## config.mk

```make
export PLATFORM = sky130hd
export DESIGN_NAME = bb_queue
export DESIGN_NICKNAME = d
export VERILOG_FILES = /design/src/rtl/bb_pkg.sv /design/src/rtl/bb_queue.sv
export SDC_FILE = /design/constraint.sdc
export NUM_CORES = 1
export LEC_CHECK = 0
export BUFFER_PORTS_ARGS = -buffer_cell sky130_fd_sc_hd__buf_2
export CAP_MARGIN = 20
export CELL_PAD_IN_SITES_DETAIL_PLACEMENT = 0
export CELL_PAD_IN_SITES_GLOBAL_PLACEMENT = 1
export CORE_ASPECT_RATIO = 1.25
export CORE_MARGIN = 2
export CORE_UTILIZATION = 47
export CTS_CLUSTER_DIAMETER = 120
export DETAILED_ROUTE_END_ITERATION = 10
export GPL_ROUTABILITY_DRIVEN = 1
export PLACE_DENSITY_LB_ADDON = 0.3
export SYNTH_ARGS = -nofsm -noshare
export SYNTH_HDL_FRONTEND = slang
export SYNTH_SLANG_ARGS = --single-unit
```

## constraint.sdc

```tcl
create_clock -name clk -period 5.1 [get_ports clk]
set_input_delay 0.765 -clock clk [delete_from_list [all_inputs] [get_ports clk]]
set_output_delay 0.765 -clock clk [all_outputs]
set_load 0.02 [all_outputs]
```

## src/rtl/bb_pkg.sv

```systemverilog
package bb_pkg;

  localparam int MAX_WIDTH_DEF = 1024;
  localparam int MAX_HEIGHT    = 4096;
  // col field wide enough for the largest supported MAX_WIDTH
  localparam int COL_MAX_W     = 12;
  localparam int ROW_W         = 12;
  localparam int PIX_W         = 24;
  localparam int IMG_W_W       = 11;
  localparam int IMG_H_W       = 13;
  localparam int CFG_INDEX_W   = 2;
  localparam int CFG_DATA_W    = 13;
  // must be a power of two
  localparam int QUEUE_DEPTH   = 2;

  localparam logic [IMG_W_W-1:0] IMG_W_RESET = 11'd1024;
  localparam logic [IMG_H_W-1:0] IMG_H_RESET = 13'd768;

  localparam logic [CFG_INDEX_W-1:0] CFG_WIDTH  = 2'd0;
  localparam logic [CFG_INDEX_W-1:0] CFG_HEIGHT = 2'd1;

  // result kinds of one pixel, in delivery order
  localparam int EM_UP_LEFT  = 0;  // (r-1, c-1)
  localparam int EM_UP_HERE  = 1;  // (r-1, c) at last column
  localparam int EM_ROW_LEFT = 2;  // (r, c-1) on last row
  localparam int EM_ROW_HERE = 3;  // (r, c) on last row, last column
  localparam int EM_N        = 4;

  typedef struct packed {
    logic [PIX_W-1:0]     pix;
    logic [ROW_W-1:0]     row;
    logic [COL_MAX_W-1:0] col;
    logic                 has_up;
    logic                 has_up2;
    logic                 has_left;
    logic                 has_left2;
    logic                 last_col;
    logic                 last_row;
    logic [EM_N-1:0]      emit;
  } entry_t;

endpackage

```

## src/rtl/bb_queue.sv

```systemverilog
module bb_queue (
  input  logic           clk,
  input  logic           rst,
  input  logic           push_valid,
  output logic           push_ready,
  input  bb_pkg::entry_t push_data,
  output logic           pop_valid,
  input  logic           pop_ready,
  output bb_pkg::entry_t pop_data
);

  localparam int DEPTH = bb_pkg::QUEUE_DEPTH;
  localparam int PTR_W = (DEPTH > 1) ? $clog2(DEPTH) : 1;

  bb_pkg::entry_t   slots [DEPTH];
  logic [PTR_W-1:0] wr_ptr;
  logic [PTR_W-1:0] rd_ptr;
  logic [PTR_W:0]   count;
  logic             push;
  logic             pop;

  assign push_ready = (count != (PTR_W + 1)'(DEPTH));
  assign pop_valid  = (count != '0);
  assign pop_data   = slots[rd_ptr];
  assign push       = push_valid && push_ready;
  assign pop        = pop_valid && pop_ready;

  always_ff @(posedge clk) begin
    if (push) begin
      slots[wr_ptr] <= push_data;
    end
  end

  always_ff @(posedge clk) begin
    if (rst) begin
      wr_ptr <= '0;
      rd_ptr <= '0;
      count  <= '0;
    end else begin
      if (push) begin
        wr_ptr <= PTR_W'(wr_ptr + 1'b1);
      end
      if (pop) begin
        rd_ptr <= PTR_W'(rd_ptr + 1'b1);
      end
      if (push && !pop) begin
        count <= (PTR_W + 1)'(count + 1'b1);
      end else if (pop && !push) begin
        count <= (PTR_W + 1)'(count - 1'b1);
      end
    end
  end

endmodule

```

==> results.ini <==
[grt]
grt_max_degree = 48
track_usage_pct = 15.87
antenna_found_initial = 0
grt_pass1_wl_um = 11840
overflow = 0
grt_pass1_vias = 2369

[placed_design]
gp_congestion = 0.7090
placed_cells = 445
hpwl_um = 4912
place_area_um2 = 5144
io_buffers = 121

[routing]
antenna_left = 0
dr.pass1.iters = 5
vias = 2296
viasPerCell = 4.813
routed_wl_um = 7595
wl_per_cell_um = 15.92
drc_errors = 0
drt_iter0_drc = 110

[sta]
setup_viol = 0
min_period_ns = 2.930
fin_crit_sh_pct = 57.44
final.setup.tns_ns = 0
finalMaxSlewViolations = 0
tightest_slew_ns = 0.6339
slew_headroom_pct = 57.74
hold_viol = 0
max_freq_ghz = 0.3413
worst_clock_skew_ns = 0.005659
rsz0062_at_grt = no

[setup_path]
worstSetupStartpointType = flip-flop
cp_cell_sequence = buf_4, mux2_2, buf_2
crit_arrival_ns = 2.16
crit_path_max_fanout = 37
crit_required_ns = 4.34
cpPeakStageDelay_ns = 0.66
rr_worst_depth = 3
cpMaxStageDelayCell = dfxtp_2
cp_top_family = buffers and inverters
worstReg2RegEnd = slots[1][26]
worstReg2RegStart = count[0]
crit_type = reg -> out
r2r_slack_ns = 3.05
critPathBufInv = 2
crit_path_end_kind = primary output

[synthesis]
syn_area_um2 = 4404
avgSynthCellArea_um2 = 21.59
ys_seq_area_share_pct = 81.36
synth_cell_type_count = 19
syn_inst = 204
ys_seq_elements = 121
yosys_warnings = 0
postSynthNetCount = 267

[die]
die_w_um = 90.58
core_area_um2 = 9125
start_util_pct = 48.27
die_y_um = 112.2
rows = 39
ios = 122
die-area_um2 = 10170

[pwr]
seqPwrFrac_pct = 39.8
comb_power_share_pct = 22.4
fin_total_pwr_mw = 3.272
power.density_nw_per_um2 = 566.6
p_int_mw = 2.407
pwr-share-clk_pct = 37.9
switching_power_uw = 864.3
ir_drop_mv = 0.3093
netSwitchingFraction_pct = 26.42
p_leak_nw = 2.198

[finish]
nFillCells = 688
antenna_cells = 0
seqCellArea_um2 = 3585
area_delta_synth_final_pct = 31.11
fin_util_pct = 63.28
final_nets = 404
multi_input_area_um2 = 773.2
layout.cells.non_filler = 477
layout-drive-gt1-share_pct = 60.73
stdcell_area_um2 = 5774

[cts]
clkSinkCount = 121
post_cts_buffers = 0
cts_tree = yes
holdBufCountCts = 0
clk_pin_slew_ns = 0.05
insertion_delay_ns = 0.39
clockBufferDepth = 2
htreeDepth = 4
ctsRootBufferMaster = clkbuf_16
cts_resized = 0
cts_buffers = 17

[worst_hold_path]
whs_path_depth = 2
hp-class = reg -> reg
hold_start = rd_ptr

[run]
max_cap_violations = 0

[run_status]
status = completed

[power groups by stage]
stage / combinational, mW / sequential (mW) / clock, mW
floorplan: 0.543 / 1.29 / 0
global placement: 0.741 / 1.31 / 0
detailed placement: 0.742 / 1.32 / 0
CTS: 0.745 / 1.30 / 1.26
global route: 0.785 / 1.31 / 1.31
finish: 0.732 / 1.30 / 1.24
[worst max path at each step]
stage / cells after the start / from / slack (ns) / endpoint
finish: 3 / flip-flop / 2.17 / pop_data[53]
detailed placement: 3 / flip-flop / 2.52 / pop_data[51]
global placement: 3 / flip-flop / 2.53 / pop_data[51]
global route: 3 / flip-flop / 2.04 / pop_data[42]
floorplan: 1 / push_valid / 2.49 / slots[1][0]
CTS: 3 / flip-flop / 2.10 / pop_data[51]
[stage by stage]
stage,hold slack (ns),setup slack [ns]
after CTS,0.5142,2.097
after global placement,0.4862,2.533
after floorplan,0.4705,2.493
final,0.5086,2.170
after detailed placement,0.4898,2.522
after global routing,0.5284,2.044
[metal layers]
metal | track usage [%] | wire length, um | share of wire [%]
met1 | 16.63 | 2844 | 37
met3 | 7.987 | 531 | 7.0
met2 | 26.92 | 4088 | 54
met5 | 0 | 0 | 0
met4 | 6.769 | 130 | 1.7
[cell type report]
class | instances | area share (%)
flip-flops and latches | 121 | 62.08
multi-input cells | 76 | 13.39
repair buffers | 124 | 10.88
clock buffers | 23 | 8.451
well taps | 123 | 2.665
clock inverters | 9 | 2.470
inverters | 1 | 0.06501
[flip-flops by register name, summed over array words and instances, names as in the netlist, named ones only]
name / flops
slots: 116
count: 2
rd_ptr: 1
wr_ptr: 1
[cell usage after synthesis]
library cell | count | share of area, %
buf_2 | 3 | 0.34
inv_1 | 1 | 0.085
mux2_2 | 58 | 15
and2_1 | 1 | 0.14
edfxtp_1 | 116 | 79
o21ai_0 | 2 | 0.23
or3_1 | 1 | 0.14
a21bo_2 | 1 | 0.23
a21oi_1 | 2 | 0.23
and3_1 | 1 | 0.14
ha_1 | 1 | 0.28
buf_4 | 1 | 0.17
xor2_1 | 3 | 0.60
or2_2 | 1 | 0.14
nand3b_1 | 1 | 0.17
nand2b_1 | 1 | 0.14
buf_6 | 2 | 0.51
dfxtp_1 | 5 | 2.3
nor2_1 | 3 | 0.26
[cell usage in the layout, fill, tap and decap left out, drive strengths merged]
master  count
a21oi       2
bufinv      4
edfxtp    116
mux2       58
clkbuf     23
ha          1
and2        1
or3         1
or2         1
xor2        3
inv         1
buf       124
a21bo       1
and3        1
nand2b      1
clkinv      5
o21ai       2
dfxtp       5
nor2        3
nand3b      1
[worst register-to-register path: stages (launching register included)]
cell and delay [ns]:
dfxtp_1 0.39, nand2b_1 0.22, and3_2 0.47, buf_4 0.56
[logic make-up (layout without fill, tap and decap cells)]
kind of cell             Yosys count  after routing  synth area share [%]
multiplexers                      58             58                 14.83
AND/OR/NAND/NOR                    9              9                 1.137
XOR/XNOR                           3              3                0.5967
AO/OA/AOI/OAI                      5              5                0.6818
flip-flops                       121            121                 81.36
adder cells (fa/ha/maj)            1              1                0.2840
buffers and inverters              7            157                 1.108
No activity file was read; power rests on OpenSTA's default activity.
