===== config.mk =====
export PLATFORM = sky130hd
export DESIGN_NAME = bb_front_flat
export DESIGN_NICKNAME = d
export VERILOG_FILES = /design/src/rtl/bb_pkg.sv /design/src/rtl/bb_if.sv /design/src/rtl/bb_front.sv /design/src/flat_wrapper.sv
export SDC_FILE = /design/constraint.sdc
export NUM_CORES = 1
export LEC_CHECK = 0
export ABC_AREA = 1
export BUFFER_PORTS_ARGS = -buffer_cell sky130_fd_sc_hd__buf_2
export CELL_PAD_IN_SITES_DETAIL_PLACEMENT = 0
export CELL_PAD_IN_SITES_GLOBAL_PLACEMENT = 2
export CORE_ASPECT_RATIO = 0.5
export CORE_MARGIN = 2
export CORE_UTILIZATION = 27
export DETAILED_ROUTE_END_ITERATION = 7
export PLACE_DENSITY_LB_ADDON = 0.1
export SKIP_CTS_REPAIR_TIMING = 1
export SLEW_MARGIN = 20
export SYNTH_ARGS = -nofsm -noshare
export SYNTH_HDL_FRONTEND = slang
export SYNTH_SLANG_ARGS = --single-unit

===== constraint.sdc =====
create_clock -name clk -period 2.56 [get_ports clk]
set_input_delay 0.256 -clock clk [delete_from_list [all_inputs] [get_ports clk]]
set_output_delay 0.256 -clock clk [all_outputs]
set_load 0.01 [all_outputs]

===== src/rtl/bb_pkg.sv =====
package bb_pkg;

  localparam int MAX_WIDTH_DEF = 1024;
  localparam int MAX_HEIGHT    = 4096;
  // col field wide enough for the largest supported MAX_WIDTH
  localparam int COL_MAX_W     = 12;
  localparam int ROW_W         = 12;
  localparam int PIX_W         = 24;
  localparam int IMG_W_W       = 11;
  localparam int IMG_H_W       = 13;
  localparam int CFG_INDEX_W   = 2;
  localparam int CFG_DATA_W    = 13;
  // must be a power of two
  localparam int QUEUE_DEPTH   = 2;

  localparam logic [IMG_W_W-1:0] IMG_W_RESET = 11'd1024;
  localparam logic [IMG_H_W-1:0] IMG_H_RESET = 13'd768;

  localparam logic [CFG_INDEX_W-1:0] CFG_WIDTH  = 2'd0;
  localparam logic [CFG_INDEX_W-1:0] CFG_HEIGHT = 2'd1;

  // result kinds of one pixel, in delivery order
  localparam int EM_UP_LEFT  = 0;  // (r-1, c-1)
  localparam int EM_UP_HERE  = 1;  // (r-1, c) at last column
  localparam int EM_ROW_LEFT = 2;  // (r, c-1) on last row
  localparam int EM_ROW_HERE = 3;  // (r, c) on last row, last column
  localparam int EM_N        = 4;

  typedef struct packed {
    logic [PIX_W-1:0]     pix;
    logic [ROW_W-1:0]     row;
    logic [COL_MAX_W-1:0] col;
    logic                 has_up;
    logic                 has_up2;
    logic                 has_left;
    logic                 has_left2;
    logic                 last_col;
    logic                 last_row;
    logic [EM_N-1:0]      emit;
  } entry_t;

endpackage


===== src/rtl/bb_if.sv =====
interface bb_pix_if;
  logic       valid;
  logic       ready;
  logic [7:0] in_red;
  logic [7:0] in_green;
  logic [7:0] in_blue;
  modport source (output valid, output in_red, output in_green, output in_blue, input ready);
  modport sink (input valid, input in_red, input in_green, input in_blue, output ready);
endinterface


interface bb_cfg_if;
  logic                               valid;
  logic                               ready;
  logic [bb_pkg::CFG_INDEX_W-1:0]     index;
  logic [bb_pkg::CFG_DATA_W-1:0]      data;
  modport source (output valid, output index, output data, input ready);
  modport sink (input valid, input index, input data, output ready);
endinterface


===== src/rtl/bb_front.sv =====
module bb_front #(
  parameter int MAX_WIDTH = bb_pkg::MAX_WIDTH_DEF
) (
  input  logic           clk,
  input  logic           rst,
  bb_pix_if.sink         pixel,
  bb_cfg_if.sink         cfg,
  output logic           push_valid,
  input  logic           push_ready,
  output bb_pkg::entry_t push_data
);

  localparam int COL_W = $clog2(MAX_WIDTH);
  localparam int CMW   = bb_pkg::COL_MAX_W;
  localparam int RW    = bb_pkg::ROW_W;

  logic [bb_pkg::IMG_W_W-1:0] image_width;
  logic [bb_pkg::IMG_H_W-1:0] image_height;
  logic [COL_W-1:0]           col;
  logic [RW-1:0]              row;
  logic [COL_W-1:0]           col_last;
  logic [RW-1:0]              row_last;
  logic                       last_col;
  logic                       last_row;
  logic                       has_up;
  logic                       has_left;
  logic                       accept;
  logic                       cfg_hit;

  assign cfg.ready = 1'b1;
  assign cfg_hit   = cfg.valid &&
                     (cfg.index == bb_pkg::CFG_WIDTH || cfg.index == bb_pkg::CFG_HEIGHT);

  // clamp width to [1, MAX_WIDTH], height to [1, MAX_HEIGHT]
  always_comb begin
    if (image_width == '0) begin
      col_last = '0;
    end else if (32'(image_width) > MAX_WIDTH) begin
      col_last = COL_W'(MAX_WIDTH - 1);
    end else begin
      col_last = COL_W'(image_width - 11'd1);
    end
    if (image_height == '0) begin
      row_last = '0;
    end else if (image_height > 13'(bb_pkg::MAX_HEIGHT)) begin
      row_last = RW'(bb_pkg::MAX_HEIGHT - 1);
    end else begin
      row_last = RW'(image_height - 13'd1);
    end
  end

  assign last_col = (col == col_last);
  assign last_row = (row == row_last);
  assign has_up   = (row != '0);
  assign has_left = (col != '0);

  assign pixel.ready = push_ready;
  assign push_valid  = pixel.valid;
  assign accept      = pixel.valid && push_ready;

  always_comb begin
    push_data           = '0;
    push_data.pix       = {pixel.in_red, pixel.in_green, pixel.in_blue};
    push_data.row       = row;
    push_data.col       = CMW'(col);
    push_data.has_up    = has_up;
    push_data.has_up2   = (row >= RW'(2));
    push_data.has_left  = has_left;
    push_data.has_left2 = (col >= COL_W'(2));
    push_data.last_col  = last_col;
    push_data.last_row  = last_row;
    push_data.emit[bb_pkg::EM_UP_LEFT]  = has_up && has_left;
    push_data.emit[bb_pkg::EM_UP_HERE]  = has_up && last_col;
    push_data.emit[bb_pkg::EM_ROW_LEFT] = last_row && has_left;
    push_data.emit[bb_pkg::EM_ROW_HERE] = last_row && last_col;
  end

  always_ff @(posedge clk) begin
    if (rst) begin
      image_width  <= bb_pkg::IMG_W_RESET;
      image_height <= bb_pkg::IMG_H_RESET;
      col          <= '0;
      row          <= '0;
    end else if (cfg_hit) begin
      if (cfg.index == bb_pkg::CFG_WIDTH) begin
        image_width <= cfg.data[bb_pkg::IMG_W_W-1:0];
      end else begin
        image_height <= cfg.data[bb_pkg::IMG_H_W-1:0];
      end
      col <= '0;
      row <= '0;
    end else if (accept) begin
      if (last_col) begin
        col <= '0;
        row <= last_row ? '0 : RW'(row + 1'b1);
      end else begin
        col <= COL_W'(col + 1'b1);
      end
    end
  end

endmodule


===== src/flat_wrapper.sv =====
// flat-port wrapper written by rule: the top's interface ports become plain ports
module bb_front_flat 
#(
  parameter int MAX_WIDTH = bb_pkg::MAX_WIDTH_DEF
)
  (clk, rst, push_valid, push_ready, push_data, pixel_valid, pixel_in_red, pixel_in_green, pixel_in_blue, pixel_ready, cfg_valid, cfg_index, cfg_data, cfg_ready);
  bb_pix_if pixel_i ();
  bb_cfg_if cfg_i ();
  input  logic clk;
  input  logic rst;
  output logic push_valid;
  input  logic push_ready;
  output bb_pkg::entry_t push_data;
  input wire logic [$bits(pixel_i.valid)-1:0] pixel_valid;
  input wire logic [$bits(pixel_i.in_red)-1:0] pixel_in_red;
  input wire logic [$bits(pixel_i.in_green)-1:0] pixel_in_green;
  input wire logic [$bits(pixel_i.in_blue)-1:0] pixel_in_blue;
  output wire logic [$bits(pixel_i.ready)-1:0] pixel_ready;
  input wire logic [$bits(cfg_i.valid)-1:0] cfg_valid;
  input wire logic [$bits(cfg_i.index)-1:0] cfg_index;
  input wire logic [$bits(cfg_i.data)-1:0] cfg_data;
  output wire logic [$bits(cfg_i.ready)-1:0] cfg_ready;
  assign pixel_i.valid = pixel_valid;
  assign pixel_i.in_red = pixel_in_red;
  assign pixel_i.in_green = pixel_in_green;
  assign pixel_i.in_blue = pixel_in_blue;
  assign pixel_ready = pixel_i.ready;
  assign cfg_i.valid = cfg_valid;
  assign cfg_i.index = cfg_index;
  assign cfg_i.data = cfg_data;
  assign cfg_ready = cfg_i.ready;
  bb_front #(.MAX_WIDTH(MAX_WIDTH)) u_core (.clk(clk), .rst(rst), .pixel(pixel_i), .cfg(cfg_i), .push_valid(push_valid), .push_ready(push_ready), .push_data(push_data));
endmodule

==> summary.md, run 1 <==
| Metric | Value |
|---|---|
| Outcome | `finished clean` |
| Synth warnings | `0` |
| Worst Max-Slew Pin Slew | `roughly 0.55 ns` |
| Final worst slack | `~0.095 ns` |
| Detail Placement HPWL | `between 9000 and 10000 microns` |
| Synth Instances | `slightly above 600` |
| FFs w/ async S/R, synth | `0` |
| Vias in the first global route | `~3600` |
| Clk_lat worst skew | `around 0.3 ns` |
| FF-to-FF Start | `u_core.image_width[1]` |
| Residual DRC | `0` |
| Via count | `just under 4000` |
| CP max FO | `8` |
| Die H | `about 87 microns` |
| Top cells by count, synth | `nand2_1 (184), inv_1 (71), nor2_1 (70)` |
| Hold slack | `~0.14 ns` |
| Relative slew slack | `0.6349` |
| # nets final | `720` |
| Hold_sp | `rst` |
| Flops & latches, synth | `between 40 and 50` |
| Syn Area/Cell | `roughly 6.0 sq um` |
| Routability cong. | `~0.80` |
| Internal | `around 1400 uW` |
| CTS Buffer Depth | `2` |
| Setup slack after placement | `0.09299 ns` |
| Maximum vdd drop | `about 200 uV` |
| Leakage | `around 0.0023 uW` |
| ANT cells | `0` |
| R2R Path End | `u_core.row[1]` |
| Non-Filler Instances | `around 850` |
| Pin count of the biggest net entering global routing | `24` |
| Hold endpoint | `u_core.image_height[2]` |
| Total track usage | `0.1686` |
| Worst EP arrival | `around 2.2 ns` |
| First drt pass iteration count | `4` |
| Worst R2R Path Depth | `17` |
| Count of final setup violators | `0` |
| Largest area contributor in the netlist | `dfxtp_1` |
| Top-count cell post-synth | `nand2_1` |
| Final hold viol count | `0` |
| CTS Buf Count | `5` |
| Final ANT Viol Nets | `0` |
| Port bufs | `53` |
| TritonCTS clock tree | `built` |
| Drt wl/cell | `between 10 and 15 microns` |
| Via density | `around 4.6` |
| Distinct cells, synth | `32` |
| Area growth, synth to finish | `28.16%` |
| Total grt overflow | `0` |
| Multi-input gate area | `about 2600 sq um` |
| DRT Wirelength | `~12000 microns` |
| Synth area leaders | `dfxtp_1 (25%), nand2_1 (18%), nand3_1 (8.6%), inv_1 (7.1%), buf_4 (7.0%)` |
| Gate power share | `0.295` |
| Reg power frac | `0.351` |
| Predominant post-synthesis flop cell | `dfxtp_1` |
| Register area share after synthesis | `0.2465` |
| Hold Path Cell Cnt | `2` |
| Synth Cell Area | `3736 sq um` |
| Critical path startpoint category | `flop` |
| Iteration-0 DRC Markers | `about 150` |
| Worst-path clk slew | `around 0.07 ns` |
| Crit share post-route | `0.9627` |
| Pwr/cell area | `455.1 nW/um^2` |
| Yosys top cell area share | `0.2465` |
| Share of layout cells above drive strength 1 | `0.3034` |
| Final Skew | `about 0.0079 ns` |
| Global-route wire length before repair | `19160 microns` |
| Reg area | `between 900 and 1000 sq um` |
| Minimum clock period | `~2.5 ns` |
| Core area | `about 14000 sq um` |
| Die Footprint | `14850 sq um` |
| Clock sinks | `46` |
| Slew Limit Fails | `0` |
| Worst setup EP type | `primary output` |
| Sw frac | `0.3378` |
| Req. time, crit path | `about 2.3 ns` |
| Util after Layout | `0.3544` |
| Placed cells | `822` |
| FP Rows | `30` |
| RSZ-0062 raised after global routing | `yes` |
| Max frequency | `between 400 and 500 MHz` |
| CTS HTree Levels | `2` |
| Root Driver | `clkbuf_16` |
| Top Ports | `105` |
| Initial antenna violation count | `0` |
| Net Sw Power | `736.0 uW` |
| HP Class | `input port to flop` |
| Fillers | `1560` |
| Initial core utilization | `0.2765` |
| CP Class | `flop to primary output` |
| R2R Setup Slk | `roughly 0.27 ns` |
| Clk pwr share | `0.354` |
| Max_cap viols | `0` |
| Die width | `around 170 microns` |
| EDFF count, synth | `0` |
[metrics by stage]
stage / power, uW / TNS (ns) / instance area, sq um
detailed placement: 1257 / 0 / 4043
global placement: 1261 / 0 / 4043
finish: 2179 / 0 / 4788
floorplan: 1172 / 0 / 3740
CTS: 2041 / -0.7417 / 4209
global route: 2322 / -0.1317 / 4788
[flip-flops by register name, indices dropped and copies added, names as in the netlist]
signal / cells
u_core.image_height: 13
u_core.col: 10
u_core.row: 12
u_core.image_width: 11
[layout make-up]
type,count,share of cell area
clock buffers,6,0.02691
clock inverters,2,0.007839
inverters,78,0.06114
multi-input cells,456,0.5521
flip-flops and latches,46,0.1952
well taps,176,0.04599
repair buffers,81,0.1108
[worst max path at each step]
stage | slack (ns) | end | start | cells after the start
after floorplan | 0.35 | push_data[1] | u_core.image_width[0] | 15
after global placement | 0.13 | push_data[1] | u_core.image_width[0] | 15
after detailed placement | 0.09 | push_data[1] | u_core.image_width[1] | 15
after CTS | -0.24 | push_data[1] | u_core.image_width[1] | 15
after global routing | -0.05 | push_data[1] | u_core.image_width[1] | 17
final | 0.1 | push_data[1] | u_core.image_width[1] | 14
[placed cells by master (no fill, tap or decap), drive strengths merged, types with 2 or more instances in the layout]
master	n
nand2	196
buf	79
inv	78
nor2	78
nand3	72
dfxtp	46
o21ai	28
a21oi	27
nand4	15
clkbuf	8
ha	8
nor3	7
xor2	7
nor4	5
o211ai	3
conb	3
xnor2	2
[layer usage]
| layer | global-route usage | wire (microns) | up-vias |
|---|---|---|---|
| li1 | - | - | 2041 |
| met1 | 0.2521 | 6759 | 1774 |
| met2 | 0.2498 | 5168 | 51 |
| met3 | 0.02908 | 390 | 14 |
| met4 | 0.03885 | 106 | 0 |
| met5 | 0 | 0 | - |
[power groups by stage]
stage                     Sequential [uW]  Clock (uW)  Combinational [uW]
final                                 765         771                 643
after global routing                  769         831                 723
after CTS                             757         799                 486
after detailed placement              774           0                 483
after global placement                774           0                 487
after floorplan                       768           0                 404
[cell families (layout without fill, tap and decap cells)]
| logic type | after synthesis | after routing | share of synthesized area |
|---|---|---|---|
| fa+ha+maj | 8 | 8 | 0.02679 |
| xor+xnor | 9 | 9 | 0.02110 |
| flops | 46 | 46 | 0.2465 |
| simple gates | 375 | 377 | 0.4615 |
| other cells | 2 | 3 | 0.002010 |
| buf+inv | 121 | 167 | 0.1608 |
| compound gates | 59 | 59 | 0.08138 |
[critical path: stages, from the launching register on]
cell	delay [ns]
dfxtp_2	0.33
inv_2	0.08
ha_4	0.15
nand2_4	0.07
nor2_8	0.13
nand2_4	0.10
nand2_8	0.14
buf_4	0.13
nand3_2	0.07
nand2_2	0.12
nand2_2	0.09
nor2_4	0.15
nand2_4	0.08
a31oi_1	0.13
buf_2	0.15
(Power assumes the default switching activity.)
==> run 2, diff against run 1 <==
--- a/config.mk
+++ b/config.mk
@@ -15,2 +15,3 @@
 export DETAILED_ROUTE_END_ITERATION = 7
+export MAX_ROUTING_LAYER = met4
 export PLACE_DENSITY_LB_ADDON = 0.1
==> constraint.sdc (replaced) <==
create_clock -name clk -period 2.6 [get_ports clk]
set_input_delay 0.65 -clock clk [delete_from_list [all_inputs] [get_ports clk]]
set_output_delay 0.65 -clock clk [all_outputs]
set_load 0.01 [all_outputs]
==> run 2 against run 1 <==
  * The flow now finishes with violations (negative setup slack)
  * Total power is 7.8% higher
  * Via count is 6.5% higher
  * Sequential power is 2% lower
  * Design area is 8.5% higher
  * Die area stayed put
  * Setup slack worse by 0.38 ns
  * Combinational power is 11% higher
  * Flip-flop and latch count stayed put
  * Sequential share of layout area is 1.6 points lower
  * Critical path type unchanged
  * Critical endpoint unchanged
  * Largest cell class unchanged
==> summary.md, run 2 (synthesis results as in run 1) <==
| Metric | Value |
|---|---|
| Outcome | `finished with violations (was finished clean)` |
| Violated checks | `negative setup slack` |
| DRT Wirelength | `12870 microns (was 12420 microns)` |
| Worst Max-Slew Pin Slew | `0.6882 ns (was 0.5470 ns)` |
| Final Skew | `0.009457 ns (was 0.007932 ns)` |
| Total track usage | `0.1791 (was 0.1686)` |
| Count of final setup violators | `5 (was 0)` |
| Worst EP arrival | `2.24 ns (was 2.21 ns)` |
| Area growth, synth to finish | `39.08% (was 28.16%)` |
| Leakage | `0.002577 uW (was 0.002320 uW)` |
| Pin count of the biggest net entering global routing | `24 (unchanged)` |
| Total grt overflow | `0 (unchanged)` |
| TritonCTS clock tree | `built (unchanged)` |
| Initial antenna violation count | `0 (unchanged)` |
| Drt wl/cell | `14.23 microns (was 14.70 microns)` |
| Minimum clock period | `~2.9 ns` |
| Root Driver | `clkbuf_16 (unchanged)` |
| Final worst slack | `-0.2870 ns (was 0.09548 ns)` |
| Clk_lat worst skew | `0.30 ns (about the same)` |
| Initial core utilization | `0.2765 (unchanged)` |
| Port bufs | `53 (unchanged)` |
| Critical path startpoint category | `flop (unchanged)` |
| Setup TNS | `-1.209 ns (was 0 ns)` |
| Max frequency | `approximately 350 MHz` |
| First drt pass iteration count | `5 (was 4)` |
| CP Class | `flop to primary output (unchanged)` |
| Routability cong. | `0.8355 (was 0.7997)` |
| Maximum vdd drop | `190.6 uV (was 203.6 uV)` |
| Die H | `87.18 microns (unchanged)` |
| HP Class | `flop to flop (was input port to flop)` |
| Commonest cells after routing, fill and taps aside | `nand2_1 (159), buf_4 (79), inv_1 (66), nand3_1 (55), buf_2 (52) (was nand2_1 (152), inv_1 (67), nand3_1 (54), buf_2 (53), nor2_1 (52))` |
| Via count | `4134 (was 3880)` |
| CP max FO | `4 (was 8)` |
| Core area | `13510 sq um (unchanged)` |
| Detail Placement HPWL | `9974 microns (was 9752 microns)` |
| Max reg flops | `13 (unchanged)` |
| Global-route wire length before repair | `20000 microns (was 19160 microns)` |
| Pwr/cell area | `451.8 nW/um^2 (was 455.1 nW/um^2)` |
| Slowest CP cell | `dfxtp_2 (unchanged)` |
| Residual DRC | `0 (unchanged)` |
| Max_cap viols | `0 (unchanged)` |
| Most common cell after layout, fill and taps aside | `nand2_1 (unchanged)` |
| # nets final | `779 (was 720)` |
| Vias in the first global route | `3871 (was 3635)` |
| CTS Buffer Depth | `2 (unchanged)` |
| Slew Limit Fails | `0 (unchanged)` |
| Most frequent CP cell | `nand2_1 (was nand2_4)` |
| Worst setup EP type | `primary output (unchanged)` |
| FP Rows | `30 (unchanged)` |
| Die width | `170.4 microns (unchanged)` |
| ANT cells | `0 (unchanged)` |
| Iteration-0 DRC Markers | `283 (was 151)` |
| CTS Buf Count | `5 (unchanged)` |
| Die Footprint | `14850 sq um (unchanged)` |
| Share of layout cells above drive strength 1 | `0.3503 (was 0.3034)` |
| Final hold viol count | `0 (unchanged)` |
| RSZ-0062 raised after global routing | `yes (unchanged)` |
| Worst-path clk slew | `0.07 ns (about the same)` |
| Crit path cell chain | `inv_2 > ha_4 > buf_4 > nand3_1 > nand2_1 > nand2_1 > inv_1 > nand2_1 > nand2_1 > nand2_1 > inv_1 > nor2_2 > nand2_1 > nor2_2 > nand2_2 > a31oi_2 > buf_2 (was inv_2 > ha_4 > nand2_4 > nor2_8 > nand2_4 > nand2_8 > buf_4 > nand3_2 > nand2_2 > nand2_2 > nor2_4 > nand2_4 > a31oi_1 > buf_2)` |
| Clock sinks | `46 (unchanged)` |
| Crit share post-route | `1.110` |
| Top Ports | `105 (unchanged)` |
| CP max stage delay | `0.34 ns (was 0.33 ns)` |
| Hold slack | `0.5061 ns (was 0.1432 ns)` |
| Util after Layout | `0.3845 (was 0.3544)` |
| Final ANT Viol Nets | `0 (unchanged)` |
| Top reg by flops | `u_core.image_height (unchanged)` |
| Req. time, crit path | `1.95 ns (was 2.30 ns)` |
| Via density | `4.573 (was 4.592)` |
| Relative slew slack | `0.5399 (was 0.6349)` |
| CTS HTree Levels | `2 (unchanged)` |
| Top flop regs | `u_core.image_height (13), u_core.row (12), u_core.image_width (11) (unchanged)` |
-- run 2: cell types whose count changed in the layout (fill, tap and decap cells not counted), sizes merged --
cell / previous run / this run
clkbuf: 8 / 7
buf: 79 / 140
clkinvlp: 1 / 0
bufinv: 1 / 2
nand2: 196 / 195
-- run 2: cell type report --
class,instances,area [sq um]
Fill cell,1511,8317
Inverter,78,292.8
Tap cell,176,220.2
Timing Repair Buffer,141,1005
Multi-Input combinational cell,455,2549
Clock inverter,2,60.06
Clock buffer,6,138.9
Sequential cell,46,930.9
-- run 2: power by group --
part / internal [uW] / total [uW] / switching, uW
combinational: 317 / 711 / 394
clock: 579 / 889 / 311
sequential: 726 / 748 / 22.1
total: 1620 / 2350 / 727
-- run 2: worst max-delay path: cells and delay by family, from the launching register on --
family	cells	cell delay (ns)
fa+ha+maj	1	0.16
flops	1	0.34
simple gates	10	0.86
buf+inv	5	0.46
compound gates	1	0.14
-- run 2: stage by stage --
stage / total power (uW) / instance area, sq um / std cells / setup WS [ns]
after global routing: 2500 / 5196 / 904 / -0.4732
after detailed placement: 1355 / 4534 / 885 / -0.1348
final: 2348 / 5196 / 904 / -0.2870
after global placement: 1356 / 4534 / 885 / -0.1379
after floorplan: 1154 / 3746 / 621 / 0.03308
after CTS: 2259 / 4733 / 893 / -0.4790
-- run 2: path summary, 6_finish.rpt --
| path | from | to | slack, ns | cells after the start |
|---|---|---|---|---|
| worst max-delay path | u_core.image_width[0] | push_data[1] | -0.29 | 17 |
| worst min-delay path | u_core.image_height[7] | u_core.image_height[7] | 0.51 | 2 |
| worst max register to register | u_core.image_width[0] | u_core.row[1] | 0.17 | 20 |
| worst min register to register | u_core.image_height[7] | u_core.image_height[7] | 0.51 | 2 |
-- run 2: metal layers --
layer,part of all wire,GRT usage,vias to the layer above
met5,0,-,-
met3,0.043,0.03226,14
li1,-,-,2162
met2,0.40,0.2583,84
met1,0.55,0.2599,1874
met4,0.0080,0.03419,0
==> run 3, diff against run 2 <==
- GPL_ROUTABILITY_DRIVEN: not set -> 0
- REMOVE_ABC_BUFFERS: not set -> 1
==> run 3 against run 2 <==
  * The run still ends with negative setup slack left
  * Critical endpoint unchanged
  * Total power fell by 5.1%
  * Critical path type unchanged
  * Global-route usage is 0.34 points higher
  * Largest power group unchanged
  * Non-clock buffer count shrank 3
  * Combinational power fell by 2%
==> summary.md, run 3 (synthesis results as in run 1) <==
| Metric | Value |
|---|---|
| Final ANT Viol Nets | `0 (unchanged)` |
| Root Driver | `clkbuf_16 (unchanged)` |
| Hold_sp | `u_core.image_height[11] (was u_core.image_height[7])` |
| Top flop regs | `u_core.image_height (13), u_core.row (12), u_core.image_width (11) (unchanged)` |
| Clk_lat worst skew | `0.30 ns (about the same)` |
| Detail Placement HPWL | `10490 microns (was 9974 microns)` |
| Clock sinks | `46 (unchanged)` |
| Placed inst area | `4478 sq um (was 4534 sq um)` |
| Total track usage | `0.1826 (was 0.1791)` |
| Final Skew | `0.007308 ns (was 0.009457 ns)` |
| Reg power frac | `0.336 (was 0.318)` |
| Crit path cell chain | `inv_4 > ha_4 > nand2_4 > nor2_8 > nand3_4 > buf_6 > nand3_2 > nand2_1 > nor2_1 > nand2_1 > nor2_2 > nand2_2 > a31oi_1 > buf_2 (was inv_2 > ha_4 > buf_4 > nand3_1 > nand2_1 > nand2_1 > inv_1 > nand2_1 > nand2_1 > nand2_1 > inv_1 > nor2_2 > nand2_1 > nor2_2 > nand2_2 > a31oi_2 > buf_2)` |
| Max_cap viols | `0 (unchanged)` |
| Final worst slack | `-0.2704 ns (was -0.2870 ns)` |
| Via count | `4113 (was 4134)` |
| Most common cell after layout, fill and taps aside | `nand2_1 (unchanged)` |
| Sw frac | `0.3244 (was 0.3094)` |
| Pin count of the biggest net entering global routing | `24 (unchanged)` |
| CP max FO | `8 (was 4)` |
| TritonCTS clock tree | `built (unchanged)` |
| RSZ-0062 raised after global routing | `yes (unchanged)` |
| Worst-path clk slew | `0.07 ns (about the same)` |
| Global-route wire length before repair | `20210 microns (was 20000 microns)` |
| Outcome | `finished with violations (unchanged)` |
| Residual DRC | `0 (unchanged)` |
| Relative slew slack | `0.6282 (was 0.5399)` |
| Critical path startpoint category | `flop (unchanged)` |
| Initial core utilization | `0.2765 (unchanged)` |
| Req. time, crit path | `1.95 ns (about the same)` |
| CTS HTree Levels | `2 (unchanged)` |
| Top Ports | `105 (unchanged)` |
| Worst setup EP type | `primary output (unchanged)` |
| Internal | `1505 uW (was 1621 uW)` |
| Total grt overflow | `0 (unchanged)` |
| ANT cells | `0 (unchanged)` |
| Top reg by flops | `u_core.image_height (unchanged)` |
| First drt pass iteration count | `4 (was 5)` |
| Final hold viol count | `0 (unchanged)` |
| R2R Setup Slk | `0.16 ns (was 0.17 ns)` |
| Clk pwr share | `0.352 (was 0.379)` |
| Share of layout cells above drive strength 1 | `0.3228 (was 0.3503)` |
| Crit share post-route | `1.104 (was 1.110)` |
| Hold endpoint | `u_core.image_height[11] (was u_core.image_height[7])` |
| # nets final | `777 (was 779)` |
| CP max stage delay | `0.36 ns (was 0.34 ns)` |
| Setup TNS | `-1.130 ns (was -1.209 ns)` |
| CTS Buf Count | `5 (unchanged)` |
| Minimum clock period | `2.870 ns (was 2.887 ns)` |
| Drt wl/cell | `14.54 microns (was 14.23 microns)` |
| Gate power share | `0.312 (was 0.303)` |
| CTS Buffer Depth | `2 (unchanged)` |
| Die H | `87.18 microns (unchanged)` |
| Maximum vdd drop | `252.4 uV (was 190.6 uV)` |
| Slew Limit Fails | `0 (unchanged)` |
| Commonest cells after routing, fill and taps aside | `nand2_1 (161), buf_4 (78), inv_1 (68), nand3_1 (60), nor2_1 (59) (was nand2_1 (159), buf_4 (79), inv_1 (66), nand3_1 (55), buf_2 (52))` |
| Max reg flops | `13 (unchanged)` |
| Port bufs | `53 (unchanged)` |
| Post-route cell area | `5071 sq um (was 5196 sq um)` |
| Iteration-0 DRC Markers | `216 (was 283)` |
| Util after Layout | `0.3753 (was 0.3845)` |
| Leakage | `0.002539 uW (was 0.002577 uW)` |
| DRT Wirelength | `13100 microns (was 12870 microns)` |
| Hold Path Cell Cnt | `2 (unchanged)` |
| R2R Path End | `u_core.col[3] (was u_core.row[1])` |
| Placed cells | `880 (was 885)` |
| HP Class | `flop to flop (unchanged)` |
| Die width | `170.4 microns (unchanged)` |
| Vias in the first global route | `3841 (was 3871)` |
| Die Footprint | `14850 sq um (unchanged)` |
| Slowest CP cell | `dfxtp_4 (was dfxtp_2)` |
| Worst R2R Path Depth | `19 (was 20)` |
| Worst EP arrival | `2.22 ns (was 2.24 ns)` |
| Most frequent CP cell | `nand2_1 (unchanged)` |
| Area growth, synth to finish | `35.73% (was 39.08%)` |
| Pwr/cell area | `439.3 nW/um^2 (was 451.8 nW/um^2)` |
| Violated checks | `negative setup slack (unchanged)` |
| FP Rows | `30 (unchanged)` |
| Net Sw Power | `722.7 uW (was 726.5 uW)` |
| Non-Filler Instances | `901 (was 904)` |
| Worst Max-Slew Pin Slew | `0.5526 ns (was 0.6882 ns)` |
| Core area | `13510 sq um (unchanged)` |
| Initial antenna violation count | `0 (unchanged)` |
| FF-to-FF Start | `u_core.image_width[1] (was u_core.image_width[0])` |
| Count of final setup violators | `5 (unchanged)` |
| CP Class | `flop to primary output (unchanged)` |
| Via density | `4.565 (was 4.573)` |
| Max frequency | `348.4 MHz (was 346.4 MHz)` |
[run 3: worst max-delay path: cells and delay by family, from the launching register on]
kind / cells / cell delay (ns)
AOI/OAI and AO/OA: 1 / 0.14
adders and majority gates: 1 / 0.13
buffers and inverters: 3 / 0.38
DFF: 1 / 0.36
and+or+nand+nor: 9 / 0.90
[run 3: area by class of cell]
class / count / area, sq um
fillers: 1508 / 8442
multi-input cells: 456 / 2506
repair buffers: 138 / 944.7
flip-flops and latches: 46 / 933.4
inverters: 78 / 297.8
well taps: 176 / 220.2
clock buffers: 6 / 138.9
clock inverters: 1 / 30.03
[run 3: through the flow]
step	power, uW	worst slack [ns]	hold slack (ns)
final	2228	-0.2704	0.4920
after global routing	2365	-0.4314	0.5081
after CTS	2141	-0.5047	0.4997
after detailed placement	1345	-0.1665	0.4891
after global placement	1344	-0.1138	0.4889
after floorplan	1095	0.01485	0.4498
[run 3: worst max path at each step]
stage,slack (ns),to,from
6_report,-0.27,push_data[1],u_core.image_width[1]
5_1_grt,-0.43,push_data[2],u_core.image_height[1]
4_1_cts,-0.50,push_data[1],u_core.image_width[1]
3_5_place_dp,-0.17,push_data[1],u_core.image_width[1]
3_3_place_gp,-0.11,push_data[1],u_core.image_width[1]
2_1_floorplan,0.01,push_data[2],u_core.image_height[0]
[run 3: layer usage]
metal	routed length, microns	GRT usage
met5	0	-
met1	7188	0.2712
met3	752	0.04407
met4	74	0.02642
met2	5082	0.2498
[run 3: power groups by stage]
stage          Clock (uW)  Combinational [uW]  Sequential, uW
3_3_place_gp            0                 586             758
5_1_grt               831                 782             751
3_5_place_dp            0                 587             758
4_1_cts               810                 590             741
6_report              785                 694             749
2_1_floorplan           0                 339             756
